**src/rtl/firmware_page_upload_sender_unit_defines.svh**
```systemverilog
// Assertion macros shared by the firmware page upload sender RTL.
`ifndef FIRMWARE_PAGE_UPLOAD_SENDER_UNIT_DEFINES_SVH
`define FIRMWARE_PAGE_UPLOAD_SENDER_UNIT_DEFINES_SVH

// Checks that the consequent holds in the same cycle as the antecedent.
`define FPUS_ASSERT_NOW(label, ante, cons) \
   label: assert property (@(posedge clock) disable iff (reset) (ante) |-> (cons)) \
      else $error("fpus assertion failed");

// Checks that the consequent holds in the cycle after the antecedent.
`define FPUS_ASSERT_NEXT(label, ante, cons) \
   label: assert property (@(posedge clock) disable iff (reset) (ante) |=> (cons)) \
      else $error("fpus assertion failed");

`endif

```
**src/rtl/fpus_pkg.sv**
```systemverilog
// Package with the codes, constants and types of the firmware page upload sender.
`timescale 1ns / 1ps
package fpus_pkg;

   localparam logic [2:0] CMD_START    = 3'd0;
   localparam logic [2:0] CMD_SLOT     = 3'd1;
   localparam logic [2:0] CMD_RESPONSE = 3'd2;
   localparam logic [2:0] CMD_TICK     = 3'd3;
   localparam logic [2:0] CMD_ABORT    = 3'd4;

   localparam logic [2:0] PH_READY    = 3'd0;
   localparam logic [2:0] PH_WAITING  = 3'd1;
   localparam logic [2:0] PH_SENDING  = 3'd2;
   localparam logic [2:0] PH_SUCCESS  = 3'd3;
   localparam logic [2:0] PH_ERROR    = 3'd4;
   localparam logic [2:0] PH_INVALID  = 3'd5;
   localparam logic [2:0] PH_TO_START = 3'd6;
   localparam logic [2:0] PH_TO_SEND  = 3'd7;

   localparam logic [7:0] REQUEST_CODE = 8'hff;

   localparam int CSR_ADDR_WIDTH = 4;
   localparam logic [1:0] REG_LOCAL_NODE_ID   = 2'd0;
   localparam logic [1:0] REG_STARTUP_TIMEOUT = 2'd1;
   localparam logic [1:0] REG_SENDING_TIMEOUT = 2'd2;

   localparam logic [15:0] STARTUP_TIMEOUT_RESET = 16'd6000;
   localparam logic [15:0] SENDING_TIMEOUT_RESET = 16'd4500;

   typedef struct packed {
      logic [7:0]  local_node_id;
      logic [15:0] startup_timeout_ms;
      logic [15:0] sending_timeout_ms;
   } cfg_type;

endpackage

```
**src/rtl/fpus_req_if.sv**
```systemverilog
// Input channel of the firmware page upload sender.
`timescale 1ns / 1ps
interface fpus_req_if;
   logic        valid;
   logic        ready;
   logic [2:0]  cmd;
   logic [7:0]  peer_node;
   logic [31:0] page_total;
   logic [31:0] page_number;
   logic        page_available;
   logic [31:0] data_word;
   logic        transmit_ready;

   modport source (
      output valid, cmd, peer_node, page_total, page_number, page_available,
             data_word, transmit_ready,
      input  ready
   );
   modport sink (
      input  valid, cmd, peer_node, page_total, page_number, page_available,
             data_word, transmit_ready,
      output ready
   );
endinterface

```
**src/rtl/fpus_rsp_if.sv**
```systemverilog
// Result channel of the firmware page upload sender.
`timescale 1ns / 1ps
interface fpus_rsp_if;
   logic        valid;
   logic        ready;
   logic        accepted;
   logic        tx_valid;
   logic [7:0]  tx_dest;
   logic [7:0]  tx_code;
   logic [31:0] tx_data;
   logic [2:0]  phase_code;
   logic [7:0]  word_index_out;

   modport source (
      output valid, accepted, tx_valid, tx_dest, tx_code, tx_data, phase_code,
             word_index_out,
      input  ready
   );
   modport sink (
      input  valid, accepted, tx_valid, tx_dest, tx_code, tx_data, phase_code,
             word_index_out,
      output ready
   );
endinterface

```
**src/rtl/fpus_csr.sv**
```systemverilog
// APB-style configuration registers of the firmware page upload sender.
`timescale 1ns / 1ps
module fpus_csr
   import fpus_pkg::*;
(
   input  logic                      clock,
   input  logic                      reset,
   input  logic                      csr_psel,
   input  logic                      csr_penable,
   input  logic                      csr_pwrite,
   input  logic [CSR_ADDR_WIDTH-1:0] csr_paddr,
   input  logic [31:0]               csr_pwdata,
   output logic [31:0]               csr_prdata,
   output logic                      csr_pready,
   output cfg_type                   cfg
);

   cfg_type    cfg_ff;
   cfg_type    cfg_in;
   logic       write_en;
   logic [1:0] reg_index;

   assign csr_pready = 1'b1;
   assign write_en   = csr_psel && csr_penable && csr_pwrite;
   assign reg_index  = csr_paddr[3:2];
   assign cfg        = cfg_ff;

   always_comb begin
      cfg_in = cfg_ff;
      if (write_en) begin
         case (reg_index)
            REG_LOCAL_NODE_ID:   cfg_in.local_node_id      = csr_pwdata[7:0];
            REG_STARTUP_TIMEOUT: cfg_in.startup_timeout_ms = csr_pwdata[15:0];
            REG_SENDING_TIMEOUT: cfg_in.sending_timeout_ms = csr_pwdata[15:0];
            default:             cfg_in = cfg_ff;
         endcase
      end
   end

   always_comb begin
      case (reg_index)
         REG_LOCAL_NODE_ID:   csr_prdata = {24'd0, cfg_ff.local_node_id};
         REG_STARTUP_TIMEOUT: csr_prdata = {16'd0, cfg_ff.startup_timeout_ms};
         REG_SENDING_TIMEOUT: csr_prdata = {16'd0, cfg_ff.sending_timeout_ms};
         default:             csr_prdata = 32'd0;
      endcase
   end

   always_ff @(posedge clock) begin
      if (reset) begin
         cfg_ff.local_node_id      <= 8'd0;
         cfg_ff.startup_timeout_ms <= STARTUP_TIMEOUT_RESET;
         cfg_ff.sending_timeout_ms <= SENDING_TIMEOUT_RESET;
      end else begin
         cfg_ff <= cfg_in;
      end
   end

endmodule

```
**src/rtl/firmware_page_upload_sender_unit.sv**
```systemverilog
// Top level of the firmware page upload sender.
//
// The req channel carries one command item: start, send slot, peer response,
// millisecond tick or abort. Each accepted item yields exactly one result item
// on the rsp channel, with the message to emit (if any), the phase after the
// item and the word count of the current page.
// Configuration registers are to be written by the user over the APB-style csr
// port only while the block is idle; the block does not enforce this. pready is
// always high and a write takes setup and access. The result of an item is
// registered and valid after the edge that accepts the item. Throughput is one
// item per cycle unless the receiver stalls, set by the single result register
// that follows the next-state logic. When the receiver stalls, the result
// register holds its item and req.ready stays low until it is taken; an item is
// accepted in the same cycle in which the waiting result leaves.
// Reset puts the phase at ready, clears all upload state and loads the
// register defaults: node 0, startup timeout 6000 and sending timeout 4500.
// The abort command clears the upload state but keeps the registers.
`timescale 1ns / 1ps
`include "firmware_page_upload_sender_unit_defines.svh"
module firmware_page_upload_sender_unit
   import fpus_pkg::*;
#(
   parameter int unsigned WORDS_PER_PAGE = 128
) (
   input  logic                      clock,
   input  logic                      reset,
   fpus_req_if.sink                  req,
   fpus_rsp_if.source                rsp,
   input  logic                      csr_psel,
   input  logic                      csr_penable,
   input  logic                      csr_pwrite,
   input  logic [CSR_ADDR_WIDTH-1:0] csr_paddr,
   input  logic [31:0]               csr_pwdata,
   output logic [31:0]               csr_prdata,
   output logic                      csr_pready
);

   localparam logic [7:0] WordsLast = WORDS_PER_PAGE[7:0];

   cfg_type     cfg;

   logic [2:0]  phase_ff, phase_in;
   logic [7:0]  peer_ff, peer_in;
   logic [31:0] pages_total_ff, pages_total_in;
   logic [31:0] page_current_ff, page_current_in;
   logic [7:0]  word_index_ff, word_index_in;
   logic [15:0] timer_left_ff, timer_left_in;

   logic        rsp_valid_ff;
   logic        accepted_ff, accepted_in;
   logic        tx_valid_ff, tx_valid_in;
   logic [7:0]  tx_dest_ff, tx_dest_in;
   logic [7:0]  tx_code_ff, tx_code_in;
   logic [31:0] tx_data_ff, tx_data_in;

   logic        take;
   logic        active;
   logic [7:0]  word_next;
   logic [31:0] page_next;

   fpus_csr u_csr (
      .clock       (clock),
      .reset       (reset),
      .csr_psel    (csr_psel),
      .csr_penable (csr_penable),
      .csr_pwrite  (csr_pwrite),
      .csr_paddr   (csr_paddr),
      .csr_pwdata  (csr_pwdata),
      .csr_prdata  (csr_prdata),
      .csr_pready  (csr_pready),
      .cfg         (cfg)
   );

   assign req.ready = !rsp_valid_ff || rsp.ready;
   assign take      = req.valid && req.ready;
   assign active    = (phase_ff == PH_WAITING) || (phase_ff == PH_SENDING);
   assign word_next = word_index_ff + 8'd1;
   assign page_next = page_current_ff + 32'd1;

   always_comb begin
      phase_in        = phase_ff;
      peer_in         = peer_ff;
      pages_total_in  = pages_total_ff;
      page_current_in = page_current_ff;
      word_index_in   = word_index_ff;
      timer_left_in   = timer_left_ff;
      accepted_in     = 1'b0;
      tx_valid_in     = 1'b0;
      tx_dest_in      = 8'd0;
      tx_code_in      = 8'd0;
      tx_data_in      = 32'd0;
      case (req.cmd)
         CMD_START: begin
            if (phase_ff == PH_READY) begin
               peer_in         = 8'd0;
               pages_total_in  = 32'd0;
               page_current_in = 32'd0;
               word_index_in   = 8'd0;
               timer_left_in   = 16'd0;
               if ((req.page_total != 32'd0) && req.transmit_ready) begin
                  tx_valid_in    = 1'b1;
                  tx_dest_in     = req.peer_node;
                  tx_code_in     = REQUEST_CODE;
                  tx_data_in     = req.page_total;
                  phase_in       = PH_WAITING;
                  peer_in        = req.peer_node;
                  pages_total_in = req.page_total;
                  timer_left_in  = cfg.startup_timeout_ms;
                  accepted_in    = 1'b1;
               end
            end
         end
         CMD_SLOT: begin
            if (active) begin
               if ((phase_ff == PH_SENDING) && req.transmit_ready) begin
                  tx_valid_in   = 1'b1;
                  tx_dest_in    = peer_ff;
                  tx_code_in    = word_index_ff;
                  tx_data_in    = req.data_word;
                  accepted_in   = 1'b1;
                  word_index_in = word_next;
                  if (word_next == WordsLast) begin
                     page_current_in = page_next;
                     if (page_next < pages_total_ff) begin
                        phase_in = PH_WAITING;
                     end else begin
                        timer_left_in = 16'd0;
                        phase_in      = PH_SUCCESS;
                     end
                  end
               end
            end else if (phase_ff != PH_READY) begin
               phase_in = PH_ERROR;
            end
         end
         CMD_RESPONSE: begin
            if ((phase_ff == PH_WAITING) && (req.peer_node == peer_ff)) begin
               page_current_in = req.page_number;
               if (!req.page_available) begin
                  phase_in      = PH_INVALID;
                  timer_left_in = 16'd0;
               end else begin
                  word_index_in = 8'd0;
                  phase_in      = PH_SENDING;
                  timer_left_in = cfg.sending_timeout_ms;
               end
            end
         end
         CMD_TICK: begin
            if (timer_left_ff != 16'd0) begin
               timer_left_in = timer_left_ff - 16'd1;
               if ((timer_left_ff == 16'd1) && active) begin
                  if ((page_current_ff == 32'd0) && (word_index_ff == 8'd0)) begin
                     phase_in = PH_TO_START;
                  end else begin
                     phase_in = PH_TO_SEND;
                  end
               end
            end
         end
         CMD_ABORT: begin
            phase_in        = PH_READY;
            peer_in         = 8'd0;
            pages_total_in  = 32'd0;
            page_current_in = 32'd0;
            word_index_in   = 8'd0;
            timer_left_in   = 16'd0;
         end
         default: begin
            phase_in = phase_ff;
         end
      endcase
   end

   always_ff @(posedge clock) begin
      if (reset) begin
         phase_ff        <= PH_READY;
         peer_ff         <= 8'd0;
         pages_total_ff  <= 32'd0;
         page_current_ff <= 32'd0;
         word_index_ff   <= 8'd0;
         timer_left_ff   <= 16'd0;
         rsp_valid_ff    <= 1'b0;
      end else begin
         if (take) begin
            phase_ff        <= phase_in;
            peer_ff         <= peer_in;
            pages_total_ff  <= pages_total_in;
            page_current_ff <= page_current_in;
            word_index_ff   <= word_index_in;
            timer_left_ff   <= timer_left_in;
            rsp_valid_ff    <= 1'b1;
         end else if (rsp.ready) begin
            rsp_valid_ff <= 1'b0;
         end
      end
   end

   always_ff @(posedge clock) begin
      if (take) begin
         accepted_ff <= accepted_in;
         tx_valid_ff <= tx_valid_in;
         tx_dest_ff  <= tx_dest_in;
         tx_code_ff  <= tx_code_in;
         tx_data_ff  <= tx_data_in;
      end
   end

   assign rsp.valid          = rsp_valid_ff;
   assign rsp.accepted       = accepted_ff;
   assign rsp.tx_valid       = tx_valid_ff;
   assign rsp.tx_dest        = tx_dest_ff;
   assign rsp.tx_code        = tx_code_ff;
   assign rsp.tx_data        = tx_data_ff;
   assign rsp.phase_code     = phase_ff;
   assign rsp.word_index_out = word_index_ff;

   `FPUS_ASSERT_NEXT(a_take_gives_result, take, rsp_valid_ff)
   `FPUS_ASSERT_NOW(a_quiet_payload_zero, rsp_valid_ff && !tx_valid_ff,
      (tx_dest_ff == 8'd0) && (tx_code_ff == 8'd0) && (tx_data_ff == 32'd0))
   `FPUS_ASSERT_NOW(a_message_accepted, rsp_valid_ff && tx_valid_ff, accepted_ff)
   `FPUS_ASSERT_NOW(a_idle_timer_off, !active, timer_left_ff == 16'd0)
   `FPUS_ASSERT_NOW(a_sending_index_in_page, phase_ff == PH_SENDING,
      word_index_ff < WordsLast)

endmodule

```
**src/flat_wrapper.sv**
```systemverilog
// flat-port wrapper written by rule: the top's interface ports become plain ports
module firmware_page_upload_sender_unit_flat import fpus_pkg::*;
#(
   parameter int unsigned WORDS_PER_PAGE = 128
)
  (clock, reset, csr_psel, csr_penable, csr_pwrite, csr_paddr, csr_pwdata, csr_prdata, csr_pready, req_valid, req_cmd, req_peer_node, req_page_total, req_page_number, req_page_available, req_data_word, req_transmit_ready, req_ready, rsp_valid, rsp_accepted, rsp_tx_valid, rsp_tx_dest, rsp_tx_code, rsp_tx_data, rsp_phase_code, rsp_word_index_out, rsp_ready);
  fpus_req_if req_i ();
  fpus_rsp_if rsp_i ();
  input  logic clock;
  input  logic reset;
  input  logic csr_psel;
  input  logic csr_penable;
  input  logic csr_pwrite;
  input  logic [CSR_ADDR_WIDTH-1:0] csr_paddr;
  input  logic [31:0] csr_pwdata;
  output logic [31:0] csr_prdata;
  output logic csr_pready;
  input wire logic [$bits(req_i.valid)-1:0] req_valid;
  input wire logic [$bits(req_i.cmd)-1:0] req_cmd;
  input wire logic [$bits(req_i.peer_node)-1:0] req_peer_node;
  input wire logic [$bits(req_i.page_total)-1:0] req_page_total;
  input wire logic [$bits(req_i.page_number)-1:0] req_page_number;
  input wire logic [$bits(req_i.page_available)-1:0] req_page_available;
  input wire logic [$bits(req_i.data_word)-1:0] req_data_word;
  input wire logic [$bits(req_i.transmit_ready)-1:0] req_transmit_ready;
  output wire logic [$bits(req_i.ready)-1:0] req_ready;
  output wire logic [$bits(rsp_i.valid)-1:0] rsp_valid;
  output wire logic [$bits(rsp_i.accepted)-1:0] rsp_accepted;
  output wire logic [$bits(rsp_i.tx_valid)-1:0] rsp_tx_valid;
  output wire logic [$bits(rsp_i.tx_dest)-1:0] rsp_tx_dest;
  output wire logic [$bits(rsp_i.tx_code)-1:0] rsp_tx_code;
  output wire logic [$bits(rsp_i.tx_data)-1:0] rsp_tx_data;
  output wire logic [$bits(rsp_i.phase_code)-1:0] rsp_phase_code;
  output wire logic [$bits(rsp_i.word_index_out)-1:0] rsp_word_index_out;
  input wire logic [$bits(rsp_i.ready)-1:0] rsp_ready;
  assign req_i.valid = req_valid;
  assign req_i.cmd = req_cmd;
  assign req_i.peer_node = req_peer_node;
  assign req_i.page_total = req_page_total;
  assign req_i.page_number = req_page_number;
  assign req_i.page_available = req_page_available;
  assign req_i.data_word = req_data_word;
  assign req_i.transmit_ready = req_transmit_ready;
  assign req_ready = req_i.ready;
  assign rsp_valid = rsp_i.valid;
  assign rsp_accepted = rsp_i.accepted;
  assign rsp_tx_valid = rsp_i.tx_valid;
  assign rsp_tx_dest = rsp_i.tx_dest;
  assign rsp_tx_code = rsp_i.tx_code;
  assign rsp_tx_data = rsp_i.tx_data;
  assign rsp_phase_code = rsp_i.phase_code;
  assign rsp_word_index_out = rsp_i.word_index_out;
  assign rsp_i.ready = rsp_ready;
  firmware_page_upload_sender_unit #(.WORDS_PER_PAGE(WORDS_PER_PAGE)) u_core (.clock(clock), .reset(reset), .req(req_i), .rsp(rsp_i), .csr_psel(csr_psel), .csr_penable(csr_penable), .csr_pwrite(csr_pwrite), .csr_paddr(csr_paddr), .csr_pwdata(csr_pwdata), .csr_prdata(csr_prdata), .csr_pready(csr_pready));
endmodule
```
**config.mk**
```make
export PLATFORM = sky130hd
export DESIGN_NAME = firmware_page_upload_sender_unit_flat
export DESIGN_NICKNAME = d
export VERILOG_FILES = /design/src/rtl/fpus_pkg.sv /design/src/rtl/fpus_req_if.sv /design/src/rtl/fpus_rsp_if.sv /design/src/rtl/fpus_csr.sv /design/src/rtl/firmware_page_upload_sender_unit.sv /design/src/flat_wrapper.sv
export VERILOG_INCLUDE_DIRS = /design/src /design/src/rtl
export SDC_FILE = /design/constraint.sdc
export NUM_CORES = 1
export LEC_CHECK = 0
export BUFFER_PORTS_ARGS = -buffer_cell sky130_fd_sc_hd__buf_2
export CORE_ASPECT_RATIO = 0.6
export CORE_UTILIZATION = 49
export DETAILED_ROUTE_END_ITERATION = 16
export HOLD_SLACK_MARGIN = 0.06
export PLACE_DENSITY = 0.77
export SLEW_MARGIN = 15
export SYNTH_ARGS = -nofsm -noshare
export SYNTH_HDL_FRONTEND = slang
export SYNTH_SLANG_ARGS = --single-unit
```
**constraint.sdc**
```tcl
create_clock -name clock -period 4.3 [get_ports clock]
set_clock_uncertainty 0.15 [all_clocks]
set_input_delay 0.645 -clock clock [delete_from_list [all_inputs] [get_ports clock]]
set_output_delay 0.645 -clock clock [all_outputs]
set_load 0.01 [all_outputs]
```
* Yosys cells after proc, flatten, opt, wreduce, memory -nomap -nowiden *
Index checks and enable logic that the tools add are counted.

cells by class
  add/sub/neg operators = 3
  order comparisons = 1
  equality and inequality tests = 24
  mux-type cells = 62
  reductions and logical operators = 31

operators by type and width
  kind                                                                    number
  32-bit two-way mux                                                      10
  16-bit two-way mux                                                      9
  32-bit one-hot mux with 2 select lines                                  2
  32-bit one-hot mux with 4 select lines                                  1
  8-bit two-way mux                                                       14
  16-bit one-hot mux with 5 select lines                                  1
  16-bit one-hot mux with 3 select lines                                  1
  8-bit one-hot mux with 2 select lines                                   3
  32-bit by 1-bit adder with 32-bit output, second input constant         1
  32-bit zero test                                                        1
  32-bit < comparator                                                     1
  8-bit one-hot mux with 4 select lines                                   1
  32-bit nonzero test                                                     1
  3-bit two-way mux                                                       10
  16-bit by 1-bit equality test with 1-bit output, second input constant  1
  2-bit by 1-bit != test with 1-bit output, second input constant         8
  16-bit nonzero test                                                     1
  16-bit by 1-bit subtractor with 16-bit output, second input constant    1
  3-bit one-hot mux with 5 select lines                                   1
  7-bit AND reduction                                                     2
  10-bit AND reduction                                                    1
  3-bit by 2-bit equality test with 1-bit output, second input constant   3
  9-bit AND reduction                                                     1
  8-bit by 1-bit adder with 8-bit output, second input constant           1
  other kinds (24)                                                        45

word-level totals
  flip-flop bits (word level) = 189
  bits of input ports = 152
  output and inout bits = 96
  word-level logic and storage cells = 135

* Logic depth before layout (Yosys ltp) *
Gate-level depths: netlist of the first run.

  depth after elaboration = 7
  gate-level depth with buffers = 17
  gate-level depth less buffers = 15

* Modules after synthesis *
Synthesis of the first run repeated with hierarchy kept, for this count alone.

unflattened totals
  cell total of the unflattened synthesis = 1147
  area, all modules = 10329.9 um^2

by module, submodules not included
  module                            instances  cells each  area an instance (um^2)  sequential area each (um^2)
  firmware_page_upload_sender_unit  1          930         8277.9                   3473.3
  fpus_csr                          1          217         2052.0                   800.8

* Worst setup path after synthesis of the first run *
No wires, ideal clock.

  kind = input to register
  from = input port rsp_ready
  to = register u_core.page_current_ff[23]
  library setup time = 128 ps
  arrival = 4046 ps
  data required time = 4022 ps
  setup slack = -24 ps
  cell stages on the path = 8
  path buffers = 1
  path through = nand2b_1 and2_0 o21ai_0 a211oi_4 buf_6 o21ai_0 a22oi_1 nor2_1

between the ends
  longest elaborated chain between the ends = 3

RTL lines
  element                               RTL line                                 RTL
  start: declaration                    flat_wrapper.sv:35                       input wire logic [$bits(rsp_i.ready)-1:0] rsp_ready;
  1-bit logical OR                      firmware_page_upload_sender_unit.sv:74   assign req.ready = !rsp_valid_ff || rsp.ready;
  1-bit logical AND                     firmware_page_upload_sender_unit.sv:75   assign take = req.valid && req.ready;
  via u_core.take                       firmware_page_upload_sender_unit.sv:56   logic take;
  7-bit AND reduction (no source line)  --
  end signal: assignment                firmware_page_upload_sender_unit.sv:189  page_current_ff <= page_current_in;
  end: declaration                      firmware_page_upload_sender_unit.sv:45   logic [31:0] page_current_ff, page_current_in;

The timed path passes the listed nets, and every way through them passes these cells.
A chain may end at the register's enable or synchronous reset.

* Worst setup path in the final report of the first run *
  from = register u_core.page_current_ff[9]
  to = register u_core.timer_left_ff[2]

between the ends
  longest elaborated chain between the ends = 4

RTL lines
  element                                   RTL line                                 RTL
  32-bit by 1-bit adder with 32-bit output  firmware_page_upload_sender_unit.sv:78   assign page_next = page_current_ff + 32'd1;
  32-bit < comparator                       firmware_page_upload_sender_unit.sv:124  if (page_next < pages_total_ff) begin
  2-bit != test (no source line)            --
  9-bit AND reduction (no source line)      --
  end signal: assignment                    firmware_page_upload_sender_unit.sv:191  timer_left_ff <= timer_left_in;
  end: declaration                          firmware_page_upload_sender_unit.sv:47   logic [15:0] timer_left_ff, timer_left_in;

No other way between the ends.

==> results of run 1 <==
-- stage by stage --
step | total power (W) | instances | setup slack [ns] | util | area (sq um)
after floorplan | 0.00237 | 1154 | 0.473 | - | 10300
after global placement | 0.00257 | 1577 | 0.343 | 0.568 | 11500
after detailed placement | 0.00259 | 1577 | 0.241 | 0.568 | 11500
after CTS | 0.00430 | 1609 | 0.190 | 0.600 | 12100
after global routing | 0.00447 | 1609 | 0.00361 | 0.600 | 12100
final | 0.00429 | 1609 | 0.197 | 0.600 | 12100
-- state kept, by name, summed over array words and instances, names as in the netlist --
signal	cells
u_core.timer_left_ff	16
u_core.rsp.phase_code	3
u_core.rsp.tx_code	8
u_core.u_csr.cfg	40
u_core.peer_ff	8
u_core.rsp.accepted	1
u_core.rsp.word_index_out	8
u_core.rsp.tx_data	32
u_core.rsp.tx_dest	8
u_core.page_current_ff	32
u_core.pages_total_ff	32
u_core.rsp.valid	1
-- cell type report --
type	count	area, sq um	area share
inverter	47	176	0.0145
clock inverter	9	116	0.00959
sequential	189	4280	0.352
multi-input combinational	824	5380	0.443
clock buffer	23	532	0.0438
tap	273	342	0.0281
timing repair buffer	244	1320	0.108
-- cell usage after synthesis (6+ instances only) --
library cell	count	area, sq um
dfxtp_1	140	2800
nor2_1	136	510
nand2_1	117	439
a22oi_1	74	556
a21oi_1	59	295
clkbuf_1	55	206
a22o_1	49	429
edfxtp_1	49	1470
inv_1	47	176
a211oi_1	38	285
ha_1	37	463
xnor2_1	27	236
o21ai_0	26	130
buf_4	20	150
nor4_1	20	125
mux2i_1	17	170
nand3b_1	17	128
nand4_1	17	106
xor2_1	17	149
buf_2	13	65.1
nand3_1	13	65.1
and3_1	11	68.8
nor3_1	11	55.1
a21o_1	10	75.1
a222oi_1	9	90.1
o31ai_1	7	52.6
a211oi_2	6	75.1
-- where the power goes --
group / internal (W) / switching (W) / leakage (nW)
clock: 0.00100 / 0.000719 / 0.321
combinational: 0.000252 / 0.000377 / 2.98
sequential: 0.00188 / 0.0000530 / 1.63
total: 0.00314 / 0.00115 / 4.94
-- logic make-up after synthesis --
kind of cell               Yosys count
adders and majority gates           37
xor gates and xnor gates            45
AOI/OAI and AO/OA                  316
DFF                                189
other                                2
buffers and inverters              141
muxes                               17
and+or+nand+nor                    392
-- layer usage --
metal | vias to the layer above | wire, um
met2 | 460 | 12000
met3 | 28 | 2920
met4 | 0 | 340
met5 | - | 0
li1 | 4506 | -
met1 | 4578 | 13500
-- path summary, 6_finish.rpt --
kind	endpoint	start	cells after the start
setup / recovery	u_core.timer_left_ff[2]	u_core.page_current_ff[9]	14
hold / removal	u_core.u_csr.cfg[24]	csr_pwdata[8]	3
setup reg to reg	u_core.timer_left_ff[2]	u_core.page_current_ff[9]	14
hold reg to reg	u_core.u_csr.cfg[11]	u_core.u_csr.cfg[11]	2
-- worst max-delay path, delay by kind of cell (launching register included) --
family / cells / cell delay, ns
AO/OA/AOI/OAI: 2 / 0.32
XOR/XNOR: 1 / 0.08
adder cells (fa/ha/maj): 1 / 0.33
buffers and inverters: 2 / 0.34
flip-flops: 1 / 0.44
AND/OR/NAND/NOR: 8 / 2.28
==> impl_metrics.toml, run 1 <==
[synthesis]
synth_adder_area_share = 0.0453
netlist_instances = 1139
synth_xor_area_frac = 0.0393
synthSimpleGateAreaFrac = 0.188
synth_seq_cells = 189
yosysWarnings = 0
synth_top_family_by_area = "compound AO/OA/AOI/OAI gates"
synth-edff-count = 49
synth_compound_area_frac = 0.228
synthArstFlopShare = 0
synth.distinct_cells = 74
ys_seq_area_frac = 0.418
synth_top_flop_cell = "dfxtp_1"
netlist_area_sq_um = 10200
synth_mux_area_frac = 0.0167
synth.avg_cell_area_sq_um = 8.97

[grt]
grt_pass1_vias = 8861
use_met3 = 0.0729
grtUsageMet2 = 0.385
top_usage_layer = "met1"
grt_util_all_layers = 0.271
grt_pass1_wl_mm = 46.2
grt_max_degree = 95
met1_usage = 0.404
overflow = 0
grt_antenna_before_repair = 0

[timing]
slew_headroom = 0.301
grt_setup_unrepaired = "false"
min_period_ns = 4.10
tightestPinTransition_ns = 1.05
slew_violations = 0
fmax_ghz = 0.244
setup_tns_ns = 0
hold-worst-slack_ns = 0.283
setup-violations-final = 0
hold_viol_final = 0
fin_crit_sh = 0.954

[detailed_routing]
wl_mm = 28.8
wire_per_inst_um = 17.9
firstDrtPassIters = 6
final_antenna_net_count = 0
drc = 0
vias_per_cell = 5.95
drtIter0Drc = 986
dr_total_vias = 9572

[clocking]
numCtsBuffers = 17
post_cts.repair.setup_buffers = 0
cts-root-buf = "clkbuf_16"
cts-resized-gates = 0
clock_latency_ns = 0.44
cts_tree = "built"
htreeDepth = 4
cts.sinks = 189
cts_max_path_buffers = 2
hold_buffers = 0
clkTransAtPathRegs_ns = 0.08

[die]
fp.dieH_um = 114
start_util = 0.505
die_w_um = 188
rows = 40
io_pins = 248
die-area_sq_um = 21400
core_sq_um = 20200

[finish]
nFillCells = 1819
drive_above_1_share = 0.231
area_growth_pct = 18.8
final_cell_mix = "buf_2 (211), dfxtp_1 (138), nor2_1 (135)"
antennaDiodeCount = 0
fin_nets = 1512
layout_commonest_cell = "buf_2"

[worst_setup_path]
r2r_slack_ns = 0.20
path_cells = "nand4_1 -> or2_2 -> nand2b_1 -> nor4_1 -> buf_4 -> xnor2_1 -> ha_1 -> and4_1 -> nand4_1 -> or4_1 -> o211ai_4 -> and2_1 -> buf_12 -> a211oi_1"
start_kind = "register"
crit_fanout = 16
slowest_delay_ns = 0.61
crit_path_end_kind = "register"
cp_data_required_time_ns = 4.42
crit_slowest_cell = "or4_1"
timing.setup.critical_path_class = "register to register"
cpMostUsedCell = "nand4_1"
critPathArrivalTime_ns = 4.23

[power]
ir_drop_mv = 0.283
cellLeakagePower_nw = 4.94
pwr_density_cell_nw_per_um2 = 353

[hold_path]
hp-class = "primary input to register"

[job]
max_cap_violations = 0

[placed_design]
io_buffers = 212
gp_congestion = 0.912
post-dp-hpwl_mm = 20.9

[outcome]
status = "finished, final reports clean"
No activity file was read; power rests on OpenSTA's default activity.
==> inputs of run 2 (changes only) <==
==> constraint.sdc (replaced) <==
create_clock -name clock -period 4.3 [get_ports clock]
set_clock_uncertainty 0.15 [all_clocks]
set_input_delay 0.215 -clock clock [delete_from_list [all_inputs] [get_ports clock]]
set_output_delay 0.215 -clock clock [all_outputs]
set_load 0.01 [all_outputs]
==> run 2 against run 1 <==
Net effect:
- power down 1.7%
- design area up 11%
- worst setup slack worse by 0.045 ns
- global-route usage up 3.1 points
- cell count up 8.7%
- register-to-register slack worse by 0.05 ns
- clock power down 9.9%
- critical path depth down 1
- clock-buffer cell count down 1
- largest power group unchanged
- highest routed layer unchanged
==> impl_metrics.toml, run 2 (synthesis results as in run 1) <==
[outcome]
status = "finished, final reports clean"

[detailed_routing]
final_antenna_net_count = 0
drtIter0Drc = 1145
firstDrtPassIters = 6
dr_total_vias = 10200
wire_per_inst_um = 18.4
drc = 0
vias_per_cell = 5.86
wl_mm = 32.2

[placed_design]
post-dp-hpwl_mm = 20.7
dp_slack_ns = 0.189
io_buffers = 212
place_area_sq_um = 11400
gp_congestion = 0.929

[timing]
setup-violations-final = 0
slew_headroom = 0.250
min_period_ns = 4.15
slew_violations = 0
fin_crit_sh = 0.965
hold_viol_final = 0
setup_ws_ns = 0.152
fmax_ghz = 0.241
tightestPinTransition_ns = 1.12

[grt]
grt_pass1_vias = 9754
grt_pass1_wl_mm = 51.3
grt_max_degree = 104
grt_antenna_before_repair = 0
grt_util_all_layers = 0.302
overflow = 0

[die]
core_sq_um = 20200
rows = 40
fp.dieH_um = 114
io_pins = 248
die_w_um = 188
die-area_sq_um = 21400
start_util = 0.505

[power]
ir_drop_mv = 0.286
cellLeakagePower_nw = 5.53
finalPower_w = 0.00422
pwr_density_cell_nw_per_um2 = 314

[clocking]
cts_tree = "built"
cts.sinks = 189
numCtsBuffers = 17
clkTransAtPathRegs_ns = 0.07
htreeDepth = 4
clock_latency_ns = 0.43
cts_max_path_buffers = 2
cts-root-buf = "clkbuf_16"

[worst_setup_path]
ff2ff_path_depth = 13
crit_fanout = 16
crit_path_end_kind = "register"
r2r_slack_ns = 0.15
timing.setup.critical_path_class = "register to register"
path_cells = "nand4_1 -> or2_0 -> nor4_4 -> nand4_1 -> xnor2_1 -> ha_1 -> and4_1 -> nand4_1 -> or4_1 -> o211ai_4 -> and2_1 -> buf_12 -> a211oi_1"
crit_start = "u_core.page_current_ff[0]"
start_kind = "register"
endpoint = "u_core.timer_left_ff[15]"
cp_data_required_time_ns = 4.41
rr_startpoint = "u_core.page_current_ff[0]"
cpMostUsedCell = "nand4_1"
reg2reg_to = "u_core.timer_left_ff[15]"
crit_slowest_cell = "or4_1"
critPathArrivalTime_ns = 4.25
slowest_delay_ns = 0.60

[finish]
final_cell_mix = "buf_2 (211), dlygate4sd3_1 (143), dfxtp_1 (138)"
area_growth_pct = 31.6
fin_nets = 1651
drive_above_1_share = 0.203
largest_reg_flops = 40
design_area_sq_um = 13400
nFillCells = 1625
utilization = 0.665
layout_commonest_cell = "buf_2"

[hold_path]
hp-class = "primary input to register"
hold_depth = 4

[job]
max_cap_violations = 0
[run 2: worst min-delay path by stage]
stage	start	to	slack, ns
after floorplan	csr_pwdata[4]	u_core.u_csr.cfg[20]	0.19
after global placement	csr_pwdata[8]	u_core.u_csr.cfg[24]	0.29
after detailed placement	csr_pwdata[8]	u_core.u_csr.cfg[24]	0.30
after CTS	req_page_number[22]	u_core.page_current_ff[22]	0.07
after global routing	req_page_number[22]	u_core.page_current_ff[22]	0.07
final	req_page_number[22]	u_core.page_current_ff[22]	0.07
[run 2: metrics by stage]
stage	std cells	hold WS (ns)	TNS [ns]
6_report	1749	0.0661	0
5_1_grt	1748	0.0680	-0.0495
4_1_cts	1747	0.0675	0
3_5_place_dp	1572	0.303	0
3_3_place_gp	1572	0.295	0
2_1_floorplan	1154	0.186	0
[run 2: worst max-delay path, delay by kind of cell (launching register included)]
family / cells / cell delay (ns)
AND/OR/NAND/NOR: 8 / 2.39
flip-flops: 1 / 0.45
AO/OA/AOI/OAI: 2 / 0.32
adder cells (fa/ha/maj): 1 / 0.30
XOR/XNOR: 1 / 0.18
buffers and inverters: 1 / 0.16
[run 2: where the power goes]
part	internal [W]	switching, W	leakage (nW)
registers	0.00189	0.0000548	1.63
clock network	0.000847	0.000702	0.272
logic	0.000324	0.000402	3.63
total	0.00306	0.00116	5.53
[run 2: routing by layer]
layer / up-vias / GRT usage / routed length (um)
met1: 4908 / 0.429 / 14700
met5: - / 0 / 0
met2: 492 / 0.462 / 14200
met3: 56 / 0.0637 / 2760
met4: 0 / 0.0866 / 624
li1: 4793 / - / -
[run 2: area by class of cell]
cell class,count,area [sq um],area share
Multi-Input combinational cell,824,5370,0.399
Timing Repair Buffer,383,2720,0.202
Inverter,47,176,0.0131
Sequential cell,189,4280,0.318
Clock buffer,22,475,0.0354
Clock inverter,10,86.3,0.00642
Tap cell,273,342,0.0254
Antenna cell,1,2.50,0.000186
[run 2: what timing repair did]
item / CTS / global route
gates resized for setup: 0 / 3
endpoints found under the setup margin: 0 / 17
hold endpoints to repair: 149 / 0
setup buffers: 0 / 1
hold buffers: 143 / 0
==> inputs of run 3 (changes only) <==
--- a/config.mk
+++ b/config.mk
@@ -7,11 +7,13 @@
 export NUM_CORES = 1
 export LEC_CHECK = 0
 export BUFFER_PORTS_ARGS = -buffer_cell sky130_fd_sc_hd__buf_2
+export CELL_PAD_IN_SITES_DETAIL_PLACEMENT = 2
+export CELL_PAD_IN_SITES_GLOBAL_PLACEMENT = 2
 export CORE_ASPECT_RATIO = 0.6
-export CORE_UTILIZATION = 49
+export CORE_UTILIZATION = 29
 export DETAILED_ROUTE_END_ITERATION = 16
 export HOLD_SLACK_MARGIN = 0.06
-export PLACE_DENSITY = 0.77
+export PLACE_DENSITY_LB_ADDON = 0.1
 export SLEW_MARGIN = 15
 export SYNTH_ARGS = -nofsm -noshare
 export SYNTH_HDL_FRONTEND = slang
==> run 3 against run 2 <==
Net effect:
- core utilization is 26 points lower
- maximum frequency is 0.95% higher
- non-clock buffer count is 21 higher
- worst setup slack better by 0.039 ns
- hold slack better by 0.079 ns
- first-iteration DRC count is 60% lower
- critical path type unchanged
==> impl_metrics.toml, run 3 (synthesis results as in run 1) <==
[timing]
tightestPinTransition_ns = 0.889
setup_tns_ns = 0
fmax_ghz = 0.243
hold-worst-slack_ns = 0.145
setup-violations-final = 0
fin_crit_sh = 0.956
slew_headroom = 0.407
hold_viol_final = 0
min_period_ns = 4.11
slew_violations = 0

[grt]
grt_pass1_vias = 10800
use_met3 = 0.0320
grt_pass1_wl_mm = 63.3
top_usage_layer = "met2"
grt_util_all_layers = 0.227
grtUsageMet2 = 0.352
grt_antenna_before_repair = 0
overflow = 0
met1_usage = 0.331
grt_max_degree = 62

[clocking]
cts_tree = "built"
clock_latency_ns = 0.46
cts.sinks = 189
htreeDepth = 4
cts-root-buf = "clkbuf_16"
numCtsBuffers = 17
clkTransAtPathRegs_ns = 0.08
cts_max_path_buffers = 2

[detailed_routing]
drc = 0
dr_total_vias = 10100
vias_per_cell = 5.17
final_antenna_net_count = 0
firstDrtPassIters = 5
drtIter0Drc = 455
wire_per_inst_um = 20.8
wl_mm = 40.6

[power]
ir_drop_mv = 0.284
pwr_density_cell_nw_per_um2 = 318
cellLeakagePower_nw = 5.68
finalPower_w = 0.00443

[die]
core_sq_um = 34200
die-area_sq_um = 36000
fp.dieH_um = 147
die_w_um = 244
start_util = 0.299
rows = 52
io_pins = 248

[finish]
nFillCells = 3802
fin_nets = 1672
largest_reg_flops = 40
antennaDiodeCount = 0
area_growth_pct = 36.3
final-seq-area_sq_um = 4280
layoutNonFillerInstCount = 1955
layout_commonest_cell = "buf_2"
multi_input_comb_area_sq_um = 5400
final_cell_mix = "buf_2 (211), dlygate4sd3_1 (149), nor2_1 (134), dfxtp_1 (134), nand2_1 (117)"
drive_above_1_share = 0.217
utilization = 0.408

[worst_setup_path]
cpMostUsedCell = "nand4_1"
crit_slowest_cell = "or4_4"
slowest_delay_ns = 0.56
path_cells = "and4_2 -> and4bb_1 -> nand4_1 -> or3_1 -> xnor2_1 -> ha_1 -> and4_1 -> nand4_1 -> or4_4 -> o211ai_4 -> buf_4 -> a21oi_1 -> a211oi_1"
start_kind = "register"
cp_data_required_time_ns = 4.51
crit_path_end_kind = "register"
crit_fanout = 8
critPathArrivalTime_ns = 4.32
timing.setup.critical_path_class = "register to register"

[placed_design]
post-dp-hpwl_mm = 28.2
placed_cells = 1773
io_buffers = 212
gp_congestion = 0.789

[hold_path]
hp-class = "primary input to register"

[job]
max_cap_violations = 0

[outcome]
status = "finished, final reports clean"
-- run 3: routing by layer --
metal,vias to the layer above,share of wire
met2,157,0.45
met5,-,0
li1,4832,-
met1,5089,0.51
met4,0,0.011
met3,32,0.027
-- run 3: cell type report --
type | instances | area share
clock inverter | 11 | 0.00944
clock buffer | 21 | 0.0339
tap | 459 | 0.0413
multi-input combinational | 824 | 0.388
timing repair buffer | 404 | 0.208
inverter | 47 | 0.0127
sequential | 189 | 0.308
-- run 3: worst paths after layout --
check | startpoint | end | slack [ns] | depth (start not counted)
hold reg to reg | u_core.u_csr.cfg[9] | u_core.u_csr.cfg[9] | 0.33 | 2
setup reg to reg | u_core.page_current_ff[15] | u_core.timer_left_ff[1] | 0.19 | 13
hold / removal | req_cmd[0] | u_core.rsp.phase_code[1] | 0.15 | 3
setup / recovery | u_core.page_current_ff[15] | u_core.timer_left_ff[1] | 0.19 | 13
-- run 3: timing repair --
action	CTS	global route
setup endpoints to repair	0	16
setup buffers	0	1
hold endpoints to repair	154	0
hold buffers	149	0
gates resized for setup	0	15
-- run 3: per-stage QoR --
step / area (sq um) / setup WS, ns
after floorplan: 10300 / 0.314
after global placement: 11800 / 0.271
after detailed placement: 11800 / 0.180
after CTS: 13900 / 0.0948
after global routing: 13900 / -0.0104
final: 13900 / 0.191
-- run 3: critical path: cells and delay by family (launching register included) --
family / cells / cell delay, ns
AND/OR/NAND/NOR: 7 / 2.09
AO/OA/AOI/OAI: 3 / 0.59
flip-flops: 1 / 0.45
adder cells (fa/ha/maj): 1 / 0.34
buffers and inverters: 1 / 0.21
XOR/XNOR: 1 / 0.18
-- run 3: report_power, final --
group / switching [W] / internal, W / leakage, nW
sequential: 0.0000548 / 0.00189 / 1.63
clock: 0.000781 / 0.000917 / 0.292
combinational: 0.000444 / 0.000347 / 3.75
